--- config.mk ---
export PLATFORM = sky130hd
export DESIGN_NAME = cic_seed_mangle_engine_core
export DESIGN_NICKNAME = d
export VERILOG_FILES = /design/src/sv/csme_pkg.sv /design/src/sv/csme_apb.sv /design/src/sv/csme_ctrl.sv /design/src/sv/csme_dp.sv /design/src/sv/cic_seed_mangle_engine_core.sv
export SDC_FILE = /design/constraint.sdc
export NUM_CORES = 1
export LEC_CHECK = 0
export BUFFER_PORTS_ARGS = -buffer_cell sky130_fd_sc_hd__buf_2
export CAP_MARGIN = 0
export CORE_UTILIZATION = 45
export CTS_CLUSTER_DIAMETER = 40
export DETAILED_ROUTE_END_ITERATION = 10
export PLACE_DENSITY_LB_ADDON = 0.08
export SETUP_SLACK_MARGIN = 0.15
export SLEW_MARGIN = 10
export SYNTH_ARGS = -nofsm -noshare
export SYNTH_HDL_FRONTEND = slang
export SYNTH_SLANG_ARGS = --single-unit
export TNS_END_PERCENT = 20
--- constraint.sdc ---
create_clock -name clk -period 8 [get_ports clk]
set_clock_uncertainty 0.1 [all_clocks]
set_input_delay 1.6 -clock clk [delete_from_list [all_inputs] [get_ports clk]]
set_output_delay 1.6 -clock clk [all_outputs]
set_load 0.01 [all_outputs]
--- src/sv/csme_pkg.sv ---
`timescale 1ns / 1ps
package csme_pkg;

    localparam int NIB_W   = 4;
    localparam int NIBBLES = 15;
    localparam int SEED_W  = NIB_W * NIBBLES;
    localparam int ACC_W   = 6;
    localparam int COST_W  = 8;
    localparam int CYC_W   = 12;
    localparam int CNT_W   = 5;
    localparam int ADDR_W  = 3;
    localparam int APB_W   = 32;
    localparam int IN_W    = 64;
    localparam int OUT_W   = 88;

    localparam logic [COST_W-1:0] SKIP_COST_RST   = 8'd84;
    localparam logic [COST_W-1:0] NOSKIP_COST_RST = 8'd78;

    localparam logic [ACC_W-1:0] ACC_WRAP = 6'h10;
    localparam logic [ACC_W-1:0] ACC_HALF = 6'd8;
    localparam logic [ACC_W-1:0] ACC_ONE  = 6'd1;

    localparam logic FUNC_LOAD   = 1'b0;
    localparam logic FUNC_MANGLE = 1'b1;

    localparam logic REG_SKIP_COST   = 1'b0;
    localparam logic REG_NOSKIP_COST = 1'b1;

    typedef struct packed {
        logic load_seed;
        logic start_mangle;
        logic do_pass;
        logic capture;
    } ctrl_cmd_t;

    typedef struct packed {
        logic last_pass;
    } dp_status_t;

    typedef struct packed {
        logic [SEED_W-1:0] seed;
        logic              skip;
    } pass_res_t;

    function automatic logic [ACC_W-1:0] widen(input logic [NIB_W-1:0] n);
        widen = {{(ACC_W-NIB_W){1'b0}}, n};
    endfunction

    function automatic pass_res_t seed_pass(input logic [NIB_W-1:0] start,
                                            input logic [SEED_W-1:0] seed);
        logic [NIBBLES:0][NIB_W-1:0] w;
        logic [ACC_W-1:0]            a;
        logic [NIB_W-1:0]            old;
        logic                        skip;
        logic [NIB_W-1:0]            base;
        pass_res_t                   r;
        w = {seed, {NIB_W{1'b0}}};

        a = widen(start) + widen(w[1]) + ACC_ONE;
        w[1] = a[NIB_W-1:0];
        a = widen(w[1]);

        a = a + widen(w[2]) + ACC_ONE;
        old = w[2];
        w[2] = ~a[NIB_W-1:0];
        a = widen(old);

        a = a + widen(w[3]) + ACC_ONE;
        skip = (a >= ACC_WRAP);
        base = 4'd3;
        if (!skip)
        begin
            old = w[3];
            w[3] = a[NIB_W-1:0];
            a = widen(old);
            base = 4'd4;
        end

        for (int k = 3; k <= NIBBLES; k++)
        begin
            if (k == int'(base))
            begin
                a = a + widen(w[k]);
                w[k] = a[NIB_W-1:0];
                a = widen(w[k]);
            end
            else if (k == int'(base) + 1)
            begin
                a = a + widen(w[k]);
                old = w[k];
                w[k] = a[NIB_W-1:0];
                a = widen(old);
            end
            else if (k == int'(base) + 2)
            begin
                a = a + ACC_HALF;
                if (a < ACC_WRAP)
                begin
                    a = a + widen(w[k]);
                end
                old = w[k];
                w[k] = a[NIB_W-1:0];
                a = widen(old);
            end
            else if (k > int'(base) + 2)
            begin
                a = a + ACC_ONE + widen(w[k]);
                w[k] = a[NIB_W-1:0];
                a = widen(w[k]);
            end
        end

        r.seed = w[NIBBLES:1];
        r.skip = skip;
        seed_pass = r;
    endfunction

endpackage

--- src/sv/csme_apb.sv ---
`timescale 1ns / 1ps
module csme_apb
(
    input  logic                         clk,
    input  logic                         rst_n,
    input  logic                         psel,
    input  logic                         penable,
    input  logic                         pwrite,
    input  logic [csme_pkg::ADDR_W-1:0]  paddr,
    input  logic [csme_pkg::APB_W-1:0]   pwdata,
    output logic [csme_pkg::APB_W-1:0]   prdata,
    output logic                         pready,
    output logic [csme_pkg::COST_W-1:0]  skip_cost,
    output logic [csme_pkg::COST_W-1:0]  noskip_cost
);
    import csme_pkg::*;

    logic [COST_W-1:0] skip_cost_reg;
    logic [COST_W-1:0] skip_cost_next;
    logic [COST_W-1:0] noskip_cost_reg;
    logic [COST_W-1:0] noskip_cost_next;
    logic              wr_en;

    assign pready = 1'b1;
    assign wr_en  = psel && penable && pwrite && pready;

    always_comb
    begin
        skip_cost_next   = skip_cost_reg;
        noskip_cost_next = noskip_cost_reg;
        if (wr_en)
        begin
            unique case (paddr[2])
                REG_SKIP_COST:   skip_cost_next   = pwdata[COST_W-1:0];
                REG_NOSKIP_COST: noskip_cost_next = pwdata[COST_W-1:0];
                default:         skip_cost_next   = skip_cost_reg;
            endcase
        end
    end

    always_ff @(posedge clk or negedge rst_n)
    begin
        if (!rst_n)
        begin
            skip_cost_reg   <= SKIP_COST_RST;
            noskip_cost_reg <= NOSKIP_COST_RST;
        end
        else
        begin
            skip_cost_reg   <= skip_cost_next;
            noskip_cost_reg <= noskip_cost_next;
        end
    end

    always_comb
    begin
        unique case (paddr[2])
            REG_SKIP_COST:   prdata = {{(APB_W-COST_W){1'b0}}, skip_cost_reg};
            REG_NOSKIP_COST: prdata = {{(APB_W-COST_W){1'b0}}, noskip_cost_reg};
            default:         prdata = '0;
        endcase
    end

    assign skip_cost   = skip_cost_reg;
    assign noskip_cost = noskip_cost_reg;

endmodule

--- src/sv/csme_ctrl.sv ---
`timescale 1ns / 1ps
module csme_ctrl
(
    input  logic                   clk,
    input  logic                   rst_n,
    input  logic                   in_valid,
    input  logic                   in_func,
    output logic                   in_ready,
    output logic                   out_valid,
    input  logic                   out_ready,
    output csme_pkg::ctrl_cmd_t    cmd,
    input  csme_pkg::dp_status_t   status
);
    import csme_pkg::*;

    typedef enum logic [2:0]
    {
        ST_IDLE   = 3'b001,
        ST_RUN    = 3'b010,
        ST_FINISH = 3'b100
    } state_t;

    state_t state_reg;
    state_t state_next;
    logic   out_valid_reg;
    logic   out_valid_next;

    always_comb
    begin
        state_next = state_reg;
        cmd        = '0;
        in_ready   = 1'b0;
        unique case (state_reg)
            ST_IDLE:
            begin
                in_ready = 1'b1;
                if (in_valid)
                begin
                    if (in_func == FUNC_MANGLE)
                    begin
                        cmd.start_mangle = 1'b1;
                        state_next       = ST_RUN;
                    end
                    else
                    begin
                        cmd.load_seed = 1'b1;
                        state_next    = ST_FINISH;
                    end
                end
            end
            ST_RUN:
            begin
                cmd.do_pass = 1'b1;
                if (status.last_pass)
                begin
                    state_next = ST_FINISH;
                end
            end
            ST_FINISH:
            begin
                if (!out_valid_reg || out_ready)
                begin
                    cmd.capture = 1'b1;
                    state_next  = ST_IDLE;
                end
            end
            default:
            begin
                state_next = ST_IDLE;
            end
        endcase
    end

    always_comb
    begin
        priority if (cmd.capture)
        begin
            out_valid_next = 1'b1;
        end
        else if (out_ready)
        begin
            out_valid_next = 1'b0;
        end
        else
        begin
            out_valid_next = out_valid_reg;
        end
    end

    always_ff @(posedge clk or negedge rst_n)
    begin
        if (!rst_n)
        begin
            state_reg     <= ST_IDLE;
            out_valid_reg <= 1'b0;
        end
        else
        begin
            state_reg     <= state_next;
            out_valid_reg <= out_valid_next;
        end
    end

    assign out_valid = out_valid_reg;

endmodule

--- src/sv/csme_dp.sv ---
`timescale 1ns / 1ps
module csme_dp
(
    input  logic                         clk,
    input  logic                         rst_n,
    input  csme_pkg::ctrl_cmd_t          cmd,
    output csme_pkg::dp_status_t         status,
    input  logic [csme_pkg::SEED_W-1:0]  seed_in,
    input  logic [csme_pkg::COST_W-1:0]  skip_cost,
    input  logic [csme_pkg::COST_W-1:0]  noskip_cost,
    output logic [csme_pkg::SEED_W-1:0]  seed_out,
    output logic [csme_pkg::CYC_W-1:0]   cycle_total,
    output logic [csme_pkg::CNT_W-1:0]   skip_passes,
    output logic [csme_pkg::CNT_W-1:0]   noskip_passes,
    output logic [csme_pkg::CNT_W-1:0]   pass_total
);
    import csme_pkg::*;

    logic [SEED_W-1:0] seed_reg;
    logic [SEED_W-1:0] seed_next;
    logic [NIB_W-1:0]  count_reg;
    logic [NIB_W-1:0]  count_next;
    logic [CYC_W-1:0]  cyc_reg;
    logic [CYC_W-1:0]  cyc_next;
    logic [CNT_W-1:0]  skip_reg;
    logic [CNT_W-1:0]  skip_next;
    logic [CNT_W-1:0]  noskip_reg;
    logic [CNT_W-1:0]  noskip_next;
    logic [CNT_W-1:0]  pass_reg;
    logic [CNT_W-1:0]  pass_next;
    logic [SEED_W-1:0] seed_out_reg;
    logic [CYC_W-1:0]  cyc_out_reg;
    logic [CNT_W-1:0]  skip_out_reg;
    logic [CNT_W-1:0]  noskip_out_reg;
    logic [CNT_W-1:0]  pass_out_reg;
    pass_res_t         res;
    logic [COST_W-1:0] cost;

    assign res  = seed_pass(count_reg, seed_reg);
    assign cost = res.skip ? skip_cost : noskip_cost;

    always_comb
    begin
        seed_next   = seed_reg;
        count_next  = count_reg;
        cyc_next    = cyc_reg;
        skip_next   = skip_reg;
        noskip_next = noskip_reg;
        pass_next   = pass_reg;
        priority if (cmd.load_seed)
        begin
            seed_next   = seed_in;
            cyc_next    = '0;
            skip_next   = '0;
            noskip_next = '0;
            pass_next   = '0;
        end
        else if (cmd.start_mangle)
        begin
            count_next  = seed_reg[SEED_W-1 -: NIB_W];
            cyc_next    = '0;
            skip_next   = '0;
            noskip_next = '0;
            pass_next   = '0;
        end
        else if (cmd.do_pass)
        begin
            seed_next  = res.seed;
            count_next = count_reg - 1'b1;
            pass_next  = pass_reg + 1'b1;
            cyc_next   = cyc_reg + {{(CYC_W-COST_W){1'b0}}, cost};
            if (res.skip)
            begin
                skip_next = skip_reg + 1'b1;
            end
            else
            begin
                noskip_next = noskip_reg + 1'b1;
            end
        end
        else
        begin
            seed_next = seed_reg;
        end
    end

    always_ff @(posedge clk or negedge rst_n)
    begin
        if (!rst_n)
        begin
            seed_reg <= '0;
        end
        else
        begin
            seed_reg <= seed_next;
        end
    end

    always_ff @(posedge clk)
    begin
        count_reg  <= count_next;
        cyc_reg    <= cyc_next;
        skip_reg   <= skip_next;
        noskip_reg <= noskip_next;
        pass_reg   <= pass_next;
        if (cmd.capture)
        begin
            seed_out_reg   <= seed_reg;
            cyc_out_reg    <= cyc_reg;
            skip_out_reg   <= skip_reg;
            noskip_out_reg <= noskip_reg;
            pass_out_reg   <= pass_reg;
        end
    end

    assign status.last_pass = (count_reg == '0);
    assign seed_out         = seed_out_reg;
    assign cycle_total      = cyc_out_reg;
    assign skip_passes      = skip_out_reg;
    assign noskip_passes    = noskip_out_reg;
    assign pass_total       = pass_out_reg;

endmodule

--- src/sv/cic_seed_mangle_engine_core.sv ---
`timescale 1ns / 1ps
// Channel  Dir  Handshake                  Payload
// s_*      in   s_tvalid / s_tready        s_tuser: func; s_tdata: seed_in
// m_*      out  m_tvalid / m_tready        m_tdata: seed_out, cycle_total, skip/noskip/passes
// apb      in   psel, penable, pready      0x0 skip_cost, 0x4 noskip_cost
//
// A load beat goes from idle straight to finish; a mangle beat runs N + 1 passes, N being nibble 15
// of the seed before the mangle, and the shared scramble unit runs one pass per cycle.
// rst_n clears the seed to zero and the costs to 84 and 78, asynchronously.
// One result register parts the sides: a low m_tready with a result pending stalls only the final capture.
module cic_seed_mangle_engine_core
(
    input  logic                          clk,
    input  logic                          rst_n,
    input  logic                          s_tvalid,
    output logic                          s_tready,
    input  logic [csme_pkg::IN_W-1:0]     s_tdata,  // [59:0] seed_in, zero above
    input  logic [0:0]                    s_tuser,  // [0] func
    output logic                          m_tvalid,
    input  logic                          m_tready,
    output logic [csme_pkg::OUT_W-1:0]    m_tdata,  // seed_out, cycle_total, skip_passes,
                                                    // noskip_passes, pass_total, zero pad
    input  logic                          psel,
    input  logic                          penable,
    input  logic                          pwrite,
    input  logic [csme_pkg::ADDR_W-1:0]   paddr,
    input  logic [csme_pkg::APB_W-1:0]    pwdata,
    output logic [csme_pkg::APB_W-1:0]    prdata,
    output logic                          pready
);
    import csme_pkg::*;

    ctrl_cmd_t         cmd;
    dp_status_t        status;
    logic [COST_W-1:0] skip_cost;
    logic [COST_W-1:0] noskip_cost;
    logic [SEED_W-1:0] seed_out;
    logic [CYC_W-1:0]  cycle_total;
    logic [CNT_W-1:0]  skip_passes;
    logic [CNT_W-1:0]  noskip_passes;
    logic [CNT_W-1:0]  pass_total;

    csme_apb u_apb
    (
        .clk         (clk),
        .rst_n       (rst_n),
        .psel        (psel),
        .penable     (penable),
        .pwrite      (pwrite),
        .paddr       (paddr),
        .pwdata      (pwdata),
        .prdata      (prdata),
        .pready      (pready),
        .skip_cost   (skip_cost),
        .noskip_cost (noskip_cost)
    );

    csme_ctrl u_ctrl
    (
        .clk       (clk),
        .rst_n     (rst_n),
        .in_valid  (s_tvalid),
        .in_func   (s_tuser[0]),
        .in_ready  (s_tready),
        .out_valid (m_tvalid),
        .out_ready (m_tready),
        .cmd       (cmd),
        .status    (status)
    );

    csme_dp u_dp
    (
        .clk           (clk),
        .rst_n         (rst_n),
        .cmd           (cmd),
        .status        (status),
        .seed_in       (s_tdata[SEED_W-1:0]),
        .skip_cost     (skip_cost),
        .noskip_cost   (noskip_cost),
        .seed_out      (seed_out),
        .cycle_total   (cycle_total),
        .skip_passes   (skip_passes),
        .noskip_passes (noskip_passes),
        .pass_total    (pass_total)
    );

    assign m_tdata = {{(OUT_W-SEED_W-CYC_W-3*CNT_W){1'b0}},
                      pass_total, noskip_passes, skip_passes, cycle_total, seed_out};

    a_no_accept_in_pass: assert property (@(posedge clk) disable iff (!rst_n)
        cmd.do_pass |-> !s_tready)
        else $error("input taken during a pass");

    a_last_pass_ends: assert property (@(posedge clk) disable iff (!rst_n)
        (cmd.do_pass && status.last_pass) |=> !cmd.do_pass)
        else $error("pass run after the last one");

    a_counts_add_up: assert property (@(posedge clk) disable iff (!rst_n)
        m_tvalid |-> (pass_total == skip_passes + noskip_passes))
        else $error("pass counters disagree");

    a_pass_bound: assert property (@(posedge clk) disable iff (!rst_n)
        m_tvalid |-> (pass_total <= CNT_W'(16)))
        else $error("too many passes");

endmodule

# Yosys cells after proc, flatten, opt, wreduce, memory -nomap -nowiden
# Cells that the tools add are included.
# totals
reg_bits,198
in_bits,107
out_inout_bits,123
word_cells,360
# op_classes
add_sub_neg,78
magnitude_cmp,27
n_eq_ne,46
n_mux,138
bitwise_logic,4
reduce_logical,40
# op_table
operator,n
"equality test 5 x 32 -> 1 bit, first input constant",16
two-way mux 6 bit,49
two-way mux 4 bit,68
"equality test 4 x 32 -> 1 bit, first input constant",8
"> comparator 5 x 32 -> 1 bit, first input constant",8
two-way mux 60 bit,3
adder 4 bit,41
"> comparator 4 x 32 -> 1 bit, first input constant",4
"adder 6 x 4 -> 6 bit, second input constant",13
"< comparator 6 x 5 -> 1 bit, second input constant",13
"equality test 3 x 32 -> 1 bit, first input constant",2
one-hot mux 32 bit (2 select lines),1
"adder 4 x 1 -> 4 bit, second input constant",15
nonzero test 5 bit,12
AND reduction 3 bit,13
"> comparator 3 x 32 -> 1 bit, first input constant",1
"equality test 4 bit, first input constant",4
"adder 5 x 1 -> 5 bit, second input constant",3
two-way mux 3 bit,5
adder 12 x 8 -> 12 bit,1
"equality test 3 bit, first input constant",4
AND reduction 2 bit,6
one-hot mux 3 bit (3 select lines),1
"equality test 3 x 4 -> 1 bit, first input constant",2
other kinds (25),40

# Longest topological paths before layout
# Gate-level depths: netlist (run 1).
# logic_depth
depth_word,85
depth_mapped,32
mapped_depth_nobuf,31

# Modules after synthesis
# From an unflattened synthesis (run 1), not the netlist that was laid out.
# unflattened
cells_unflattened,925
area_unflattened_um2,10292.4
# by_module_without_submodules
module,n_inst,cells_each,area_per_inst_um2,seq_area_each_um2
csme_dp,1,830,9130.0,4774.6
csme_apb,1,70,930.9,409.1
csme_ctrl,1,23,220.2,101.3
cic_seed_mangle_engine_core,1,2,11.3,0.0

# Worst setup path after synthesis (run 1)
# Ideal clock, no wire load.
# synth_timing
path_type,reg-to-reg
from,register u_dp.seed_reg[4]
to,register u_dp.seed_reg[59]
setup_ns,0.069
arrival_ns,8.186
t_required_ns,7.831
path_slack_ns,-0.355
stages_incl_launch_ff,25
n_path_buf,1
synth_period_minus_slack_ns,8.355
cell_sequence,dfrtp_1 > ha_1 > fa_1 > ha_1 > nand3b_1 > mux2i_2 > mux2_2 > clkbuf_1 > a21oi_1 > ha_1 > inv_1 > fa_1 > fa_1 > fa_1 > fa_1 > fa_1 > fa_1 > fa_1 > fa_1 > ha_1 > a21o_1 > a21oi_1 > xor3_1 > or3_1 > nand3_1
# synth_via
elab_chain_cells,85
elab_cells_between_ends,160
classes_between,add/sub (45); order compare (15); eq/ne (39); mux (59); reduce/logical (2)
# synth_rtl
element,line_no,rtl
start: declaration,csme_dp.sv:19,logic [SEED_W-1:0] seed_reg;
start signal: assignment,csme_dp.sv:95,seed_reg <= seed_next;
adder 4 x 4 -> 5 bit *,csme_pkg.sv:68,a = a + widen(w[3]) + ACC_ONE;
adder 6 x 1 -> 6 bit *,csme_pkg.sv:68,
greater-or-equal comparator 6 x 5 -> 1 bit,csme_pkg.sv:69,skip = (a >= ACC_WRAP);
two-way mux 3 bit / two-way mux 6 bit (equally long branches),csme_pkg.sv:71,if (!skip)
adder 3 x 2 -> 4 bit / adder 4 x 1 -> 4 bit (equally long branches),"csme_pkg.sv:94, csme_pkg.sv:105, csme_pkg.sv:107",
> comparator 3 x 32 -> 1 bit / adder 4 bit (equally long branches),"csme_pkg.sv:105, csme_pkg.sv:107",
two-way mux 6 bit,csme_pkg.sv:105,else if (k > int'(base) + 2)
two-way mux 6 bit,csme_pkg.sv:94,else if (k == int'(base) + 2)
[... 69 more ...],--,
< comparator 6 x 5 -> 1 bit (tied with other cells),csme_pkg.sv:97,if (a < ACC_WRAP)
two-way mux 4 bit (on tied branches),"csme_pkg.sv:97, csme_pkg.sv:105",
two-way mux 4 bit,csme_pkg.sv:94,
two-way mux 4 bit,csme_pkg.sv:87,else if (k == int'(base) + 1)
two-way mux 4 bit,csme_pkg.sv:81,if (k == int'(base))
two-way mux 60 bit,csme_dp.sv:66,else if (cmd.do_pass)
two-way mux 60 bit,csme_dp.sv:58,else if (cmd.start_mangle)
two-way mux 60 bit,csme_dp.sv:50,priority if (cmd.load_seed)
# Every way passes the cells marked *; elsewhere a longest branch is shown, timed or not. The select of a mux whose other input is x is not followed.
# A chain may end at the register's enable or synchronous reset.

# Worst setup path after layout (run 1)
# layout_timing
from,register u_dp.seed_reg[8]
to,register u_dp.seed_reg[59]
# layout_via
elab_chain_cells,85
elab_cells_between_ends,160
classes_between,add/sub (45); order compare (15); eq/ne (39); mux (59); reduce/logical (2)
# layout_rtl
element,line_no
adder 4 x 4 -> 5 bit,csme_pkg.sv:68
adder 6 x 1 -> 6 bit,csme_pkg.sv:68
greater-or-equal comparator 6 x 5 -> 1 bit,csme_pkg.sv:69
two-way mux 3 bit / two-way mux 6 bit (equally long branches),csme_pkg.sv:71
adder 3 x 2 -> 4 bit / adder 4 x 1 -> 4 bit (equally long branches),"csme_pkg.sv:94, csme_pkg.sv:105, csme_pkg.sv:107"
> comparator 3 x 32 -> 1 bit / adder 4 bit (equally long branches),"csme_pkg.sv:105, csme_pkg.sv:107"
two-way mux 6 bit,csme_pkg.sv:105
two-way mux 6 bit,csme_pkg.sv:94
[... 69 more ...],--
< comparator 6 x 5 -> 1 bit (tied with other cells),csme_pkg.sv:97
two-way mux 4 bit (on tied branches),"csme_pkg.sv:97, csme_pkg.sv:105"
two-way mux 4 bit,csme_pkg.sv:94
two-way mux 4 bit,csme_pkg.sv:87
two-way mux 4 bit,csme_pkg.sv:81
two-way mux 60 bit,csme_dp.sv:66
two-way mux 60 bit,csme_dp.sv:58
two-way mux 60 bit,csme_dp.sv:50
# Parallel ways exist; a longest one is shown, timed or not. The select of a mux whose other input is x is not followed.

==> results of run 1 <==
routing by layer:
layer	part of all wire, %	up-vias
met1	47	3392
met2	48	142
met4	1.1	0
li1	-	3548
met3	3.6	16
met5	0	-
synth_stat cells, types with 18 or more instances:
library cell / instances / area, um2
dfrtp_1: 72 / 1800
fa_1: 18 / 360
dfxtp_1: 27 / 541
xor2_1: 32 / 280
edfxtp_1: 91 / 2730
a21o_1: 25 / 188
a21oi_1: 77 / 385
xnor2_1: 41 / 359
inv_1: 46 / 173
buf_4: 26 / 195
o22ai_1: 20 / 125
nand2_1: 99 / 372
ha_1: 65 / 813
o21ai_0: 19 / 95.1
mux2_2: 25 / 282
nor2_1: 105 / 394
clkbuf_1: 32 / 120
logic make-up (layout without fill, tap and decap cells):
group	after synthesis	count (layout)
AND/OR/NAND/NOR	251	251
flip-flops	198	198
AO/OA/AOI/OAI	177	177
buffers and inverters	107	282
adder cells (fa/ha/maj)	83	83
XOR/XNOR	76	76
multiplexers	37	37
other	2	27
metrics by stage:
step	setup WS [ns]	hold WS, ns	utilization [%]	TNS (ns)
floorplan	0.0703	0.328	-	0
global placement	0.0883	0.334	52.0	0
detailed placement	0.0682	0.342	52.0	0
CTS	0.0208	0.366	54.6	0
global route	-0.239	0.372	55.0	-0.239
finish	0.0717	0.364	55.0	0
worst paths after layout:
path                                  start             endpoint
setup / recovery           u_dp.seed_reg[8]    u_dp.seed_reg[59]
hold / removal             u_dp.skip_reg[4]  u_dp.skip_passes[4]
setup reg to reg           u_dp.seed_reg[8]    u_dp.seed_reg[59]
hold reg to reg            u_dp.skip_reg[4]  u_dp.skip_passes[4]
max in group asynchronous             rst_n    u_dp.seed_reg[20]
min in group asynchronous             rst_n    u_dp.seed_reg[54]
layout make-up:
class                      count  area share (%)
sequential                   198            43.7
multi-input combinational    651            38.4
timing repair buffer         204            9.10
clock buffer                  19            3.66
tap                          280            2.89
inverter                      46            1.43
clock inverter                13           0.889
repair_timing:
action	CTS	global route
cloned	0	0
resized for setup	2	13
pin swaps	0	1
endpoints found under the setup margin	1	4
hold buffers	0	0
hold endpoints to repair	0	0
buffers inserted	0	1
==> results.toml, run 1 <==
[placed_design]
placed_area_um2 = 11500
gp_congestion = 0.827
dp_hpwl_um = 15200
portBuffers = 173
dp.cells = 1378

[sta]
rsz0062_at_grt = "yes"
worstMarginPinSlew_ns = 1.10
final.min_clock_period_ns = 7.93
timing.final.crit_share_pct = 99.1
hold_viol_final = 0
slew_violations = 0
finalSetupViolCount = 0
max_slew_margin_pct = 26.7
fmax_ghz = 0.126

[grt]
met3_usage_pct = 2.90
grt_pass1_vias = 7093
gr-usage-all-layers_pct = 20.1
grt_remaining_overflow = 0
grt_use_met1_pct = 26.6
grt_busiest_layer = "met2"
grt_max_degree = 90
grt_pass1_wl_um = 36700
grt_util_met2_pct = 34.6
grt_antenna_before_repair = 0

[synth]
avgSynthCellArea_um2 = 11.0
ys_ff_latch = 198
ys_warn_count = 0
synth_cell_types = 50
async_flop_share_pct = 40.4
synth_compound_area_share_pct = 10.4
synth_adder_area_share_pct = 11.5
syn_inst = 931
synth_edf_count = 91
syn_area_um2 = 10200
synth_simple_gate_area_share_pct = 10.4
dominantRegCellSynth = "edfxtp_1"
synth_top_family_by_area = "adder cells"
synth_xor_area_share_pct = 6.89
yosysSeqAreaShare_pct = 51.8
synthMuxAreaShare_pct = 4.01

[setup_path]
r2r_slack_ns = 0.07
crit_top_cell = "fa_2"
critPathRequiredTime_ns = 8.26
crit_fanout = 4
r2r_cells = 24
end_kind = "flop"
path_depth = 24
crit_slowest_cell = "fa_2"
worst-path-buf-inv = 1
start_kind = "flop"
path_delay_family = "adder cells"
critPathMaxStageDelay_ns = 0.58
path_class = "reg2reg"
worstPathArrival_ns = 8.19
cp_cell_sequence = "ha_2 > fa_1 > ha_2 > nand3b_1 > mux2i_2 > mux2_4 > a21oi_2 > ha_2 > inv_1 > fa_1 > fa_1 > fa_2 > fa_2 > fa_2 > fa_2 > fa_2 > ha_1 > a21o_1 > a21oi_2 > xnor2_1 > xnor2_1 > xor3_1 > or3_1 > nand3_1"

[floorplan]
die_h_um = 153
fp-row-count = 54
die-area_um2 = 23300
io_pins = 230
start_util_pct = 46.3
core_um2 = 22000
die_w_um = 153

[cts]
cts_num_sinks = 198
clkTransAtPathRegs_ns = 0.08
htree_levels = 4
cts_made_buffers = 17
cts_tree = "done"
cts-root-buf = "clkbuf_16"
cts.path.max_buffers = 2
insertion_delay_ns = 0.43

[route]
viasPerCell = 5.03
route.detailed.drc = 5
drt-initial-drc-count = 278
wl_per_cell_um = 15.9
first_pass_iters = 10
vias = 7098
ant_nets = 0
wirelength_um = 22500

[finish]
regArea_um2 = 5290
antenna_cells = 0
final_common_cell = "buf_2"
fin_area_um2 = 12100
multi_input_area_um2 = 4640
fin_cells = 1411
drive_gt1_share_pct = 26.5
nFillCells = 1990
finalNetCount = 1308
most-common-layout-cells = "172 x buf_2, 99 x nor2_1, 99 x nand2_1, 91 x edfxtp_1, 75 x a21oi_1"
syn_to_final_growth_pct = 18.7

[min_path]
hold_depth = 0
hold_class = "reg2reg"

[run_status]
violations = "DRC"
outcome = "finished, violations left"

[flow_run]
drv_cap = 0
Power of run 1 is left out: the tool's default activity adds up to more than one toggle a clock period on the data nets, which glitch-free logic cannot reach.
==> inputs of run 2 (changes only) <==
--- a/config.mk
+++ b/config.mk
@@ -5,6 +5,7 @@
 export SDC_FILE = /design/constraint.sdc
 export NUM_CORES = 1
 export LEC_CHECK = 0
+export ABC_AREA = 1
 export BUFFER_PORTS_ARGS = -buffer_cell sky130_fd_sc_hd__buf_2
 export CAP_MARGIN = 0
 export CORE_UTILIZATION = 45
==> run 2 against run 1 <==
Net effect:
- the flow now finishes without violations
- die area increased by 1.2%
- area after synthesis rose by 1.2%
- register-to-register slack improved by 0.31 ns
- worst setup slack better by 0.31 ns
- via count is 8.8% higher
- non-clock buffer count down 8
- cell count grew 9.4%
- utilization decreased by 0.64 points
- global-route usage is 0.33 points higher
- sequential cell count unchanged
- clock-buffer cell count down 2
- synthesized cell count increased by 15%
- critical path type unchanged
==> results.toml, run 2 <==
[route]
drt-initial-drc-count = 323
route.detailed.drc = 0
first_pass_iters = 5
ant_nets = 0
viasPerCell = 5.00
wl_per_cell_um = 15.3
vias = 7721
wirelength_um = 23500

[sta]
slew_violations = 0
finalSetupViolCount = 0
timing.final.crit_share_pct = 95.2
worstMarginPinSlew_ns = 0.887
tns_ns = 0
fin_ws_ns = 0.380
fmax_ghz = 0.131
hold_viol_final = 0
rsz0062_at_grt = "yes"
final.min_clock_period_ns = 7.62
max_slew_margin_pct = 40.9

[cts]
cts-root-buf = "clkbuf_16"
htree_levels = 4
cts.path.max_buffers = 2
cts_num_sinks = 198
cts_tree = "done"
insertion_delay_ns = 0.43
holdBufCountCts = 0
clkTransAtPathRegs_ns = 0.08
cts_made_buffers = 17

[min_path]
min_to = "u_dp.skip_passes[4]"
hold_start = "u_dp.skip_reg[4]"
hold_class = "reg2reg"
hold_depth = 0

[synth]
synth_cell_types = 41
ys_warn_count = 0
synth.most_common_cell = "nand2_1"
synth_top_cells_by_count = "156 x nand2_1, 130 x inv_1, 109 x o21ai_0"
synthTopCellsByArea = "edfxtp_1 26%, dfrtp_1 17%, ha_1 7.9%"
dominantRegCellSynth = "edfxtp_1"
yosysSeqAreaShare_pct = 51.2
async_flop_share_pct = 40.4
synth_top_cell_area_share_pct = 26.5
ys_ff_latch = 198
syn_area_um2 = 10300
synth_edf_count = 91
synth_area_leader_cell = "edfxtp_1"
syn_inst = 1067
avgSynthCellArea_um2 = 9.68

[setup_path]
start_kind = "flop"
path_class = "reg2reg"
worstPathArrival_ns = 7.83
end_kind = "flop"
r2r_slack_ns = 0.38
r2r_cells = 31
r2r-start = "u_dp.seed_reg[4]"
crit_fanout = 4
crit_top_cell = "fa_2"
critPathMaxStageDelay_ns = 0.61
critPathRequiredTime_ns = 8.21
crit_slowest_cell = "fa_2"
r2r-end = "u_dp.seed_reg[59]"

[grt]
grt_remaining_overflow = 0
grt_max_degree = 64
grt_pass1_wl_um = 37800
grt_pass1_vias = 7252
grt_antenna_before_repair = 1
gr-usage-all-layers_pct = 20.5

[placed_design]
dp_hpwl_um = 16300
gp_congestion = 0.777
portBuffers = 173
pre_cts_slack_ns = 0.00831

[floorplan]
start_util_pct = 45.7
core_um2 = 22600
io_pins = 230
die-area_um2 = 23600
fp-row-count = 55
die_h_um = 153
die_w_um = 153

[finish]
most-common-layout-cells = "172 x buf_2, 155 x nand2_1, 127 x inv_1, 106 x o21ai_0, 91 x edfxtp_1"
drive_gt1_share_pct = 23.0
syn_to_final_growth_pct = 18.7
final_common_cell = "buf_2"
finalNetCount = 1434

[flow_run]
drv_cap = 0

[run_status]
outcome = "finished clean"
==> run 2: changes by cell type in the layout (fill, tap and decap cells not counted), sizes merged, moves of 8 or more <==
| cell | change |
|---|---|
| a21o | -24 |
| a31oi | -13 |
| buf | -8 |
| inv | +80 |
| mux2 | -25 |
| mux2i | -12 |
| nand2 | +66 |
| nand3 | +48 |
| nor2 | -35 |
| o21ai | +90 |
| o221ai | +8 |
| xnor2 | -29 |
==> run 2: routing by layer <==
| layer | vias up | wire length [um] | global-route usage [%] |
|---|---|---|---|
| li1 | 3890 | - | - |
| met5 | - | 0 | 0 |
| met1 | 3659 | 11500 | 29.7 |
| met2 | 166 | 11000 | 32.4 |
| met4 | 0 | 121 | 4.48 |
| met3 | 6 | 868 | 3.09 |
==> run 2: what timing repair did <==
item                                    CTS  global route
pin swaps                                 2            25
gates cloned                              0             0
setup buffers                             1             6
endpoints found under the setup margin    1             4
gates resized for setup                   4            29
==> run 2: per-stage QoR <==
step                      hold WS, ns  util [%]  cell area (um2)  instances
after floorplan                 0.308         -            10400       1092
after global placement          0.313      50.7            11400       1503
after detailed placement        0.317      50.7            11400       1503
after CTS                       0.332      53.4            12100       1536
after global routing            0.342      54.3            12300       1543
final                           0.337      54.3            12300       1543
==> run 2: logic make-up after synthesis <==
kind of cell    Yosys count  synth area share [%]
other cells               2                0.0727
fa+ha+maj                83                  11.4
simple gates            312                  13.2
compound gates          233                  12.4
buf+inv                 195                  8.04
flops                   198                  51.2
xor+xnor                 44                  3.73
==> run 2: layout make-up <==
| cell class | count | area [um2] |
|---|---|---|
| diodes | 1 | 2.50 |
| clock buffers | 17 | 425 |
| clock inverters | 15 | 181 |
| fillers | 2118 | 10300 |
| inverters | 132 | 495 |
| multi-input cells | 699 | 4470 |
| flip-flops and latches | 198 | 5290 |
| well taps | 285 | 357 |
| repair buffers | 196 | 1040 |
==> run 2: worst max-delay path by stage <==
stage	start	end	cells past startpoint
global placement	u_dp.seed_reg[4]	u_dp.seed_reg[59]	30
detailed placement	u_dp.seed_reg[4]	u_dp.seed_reg[59]	28
floorplan	u_dp.seed_reg[4]	u_dp.seed_reg[59]	32
CTS	u_dp.seed_reg[4]	u_dp.seed_reg[59]	34
finish	u_dp.seed_reg[4]	u_dp.seed_reg[59]	31
global route	u_dp.seed_reg[4]	u_dp.seed_reg[59]	31
==> run 2: critical path: cells and delay by family, from the launching register on <==
family,cells,cell delay [ns]
xor+xnor,2,0.41
fa+ha+maj,13,5.51
simple gates,10,0.71
compound gates,2,0.17
flops,1,0.41
buf+inv,4,0.21
Power of run 2 is left out for the same reason.
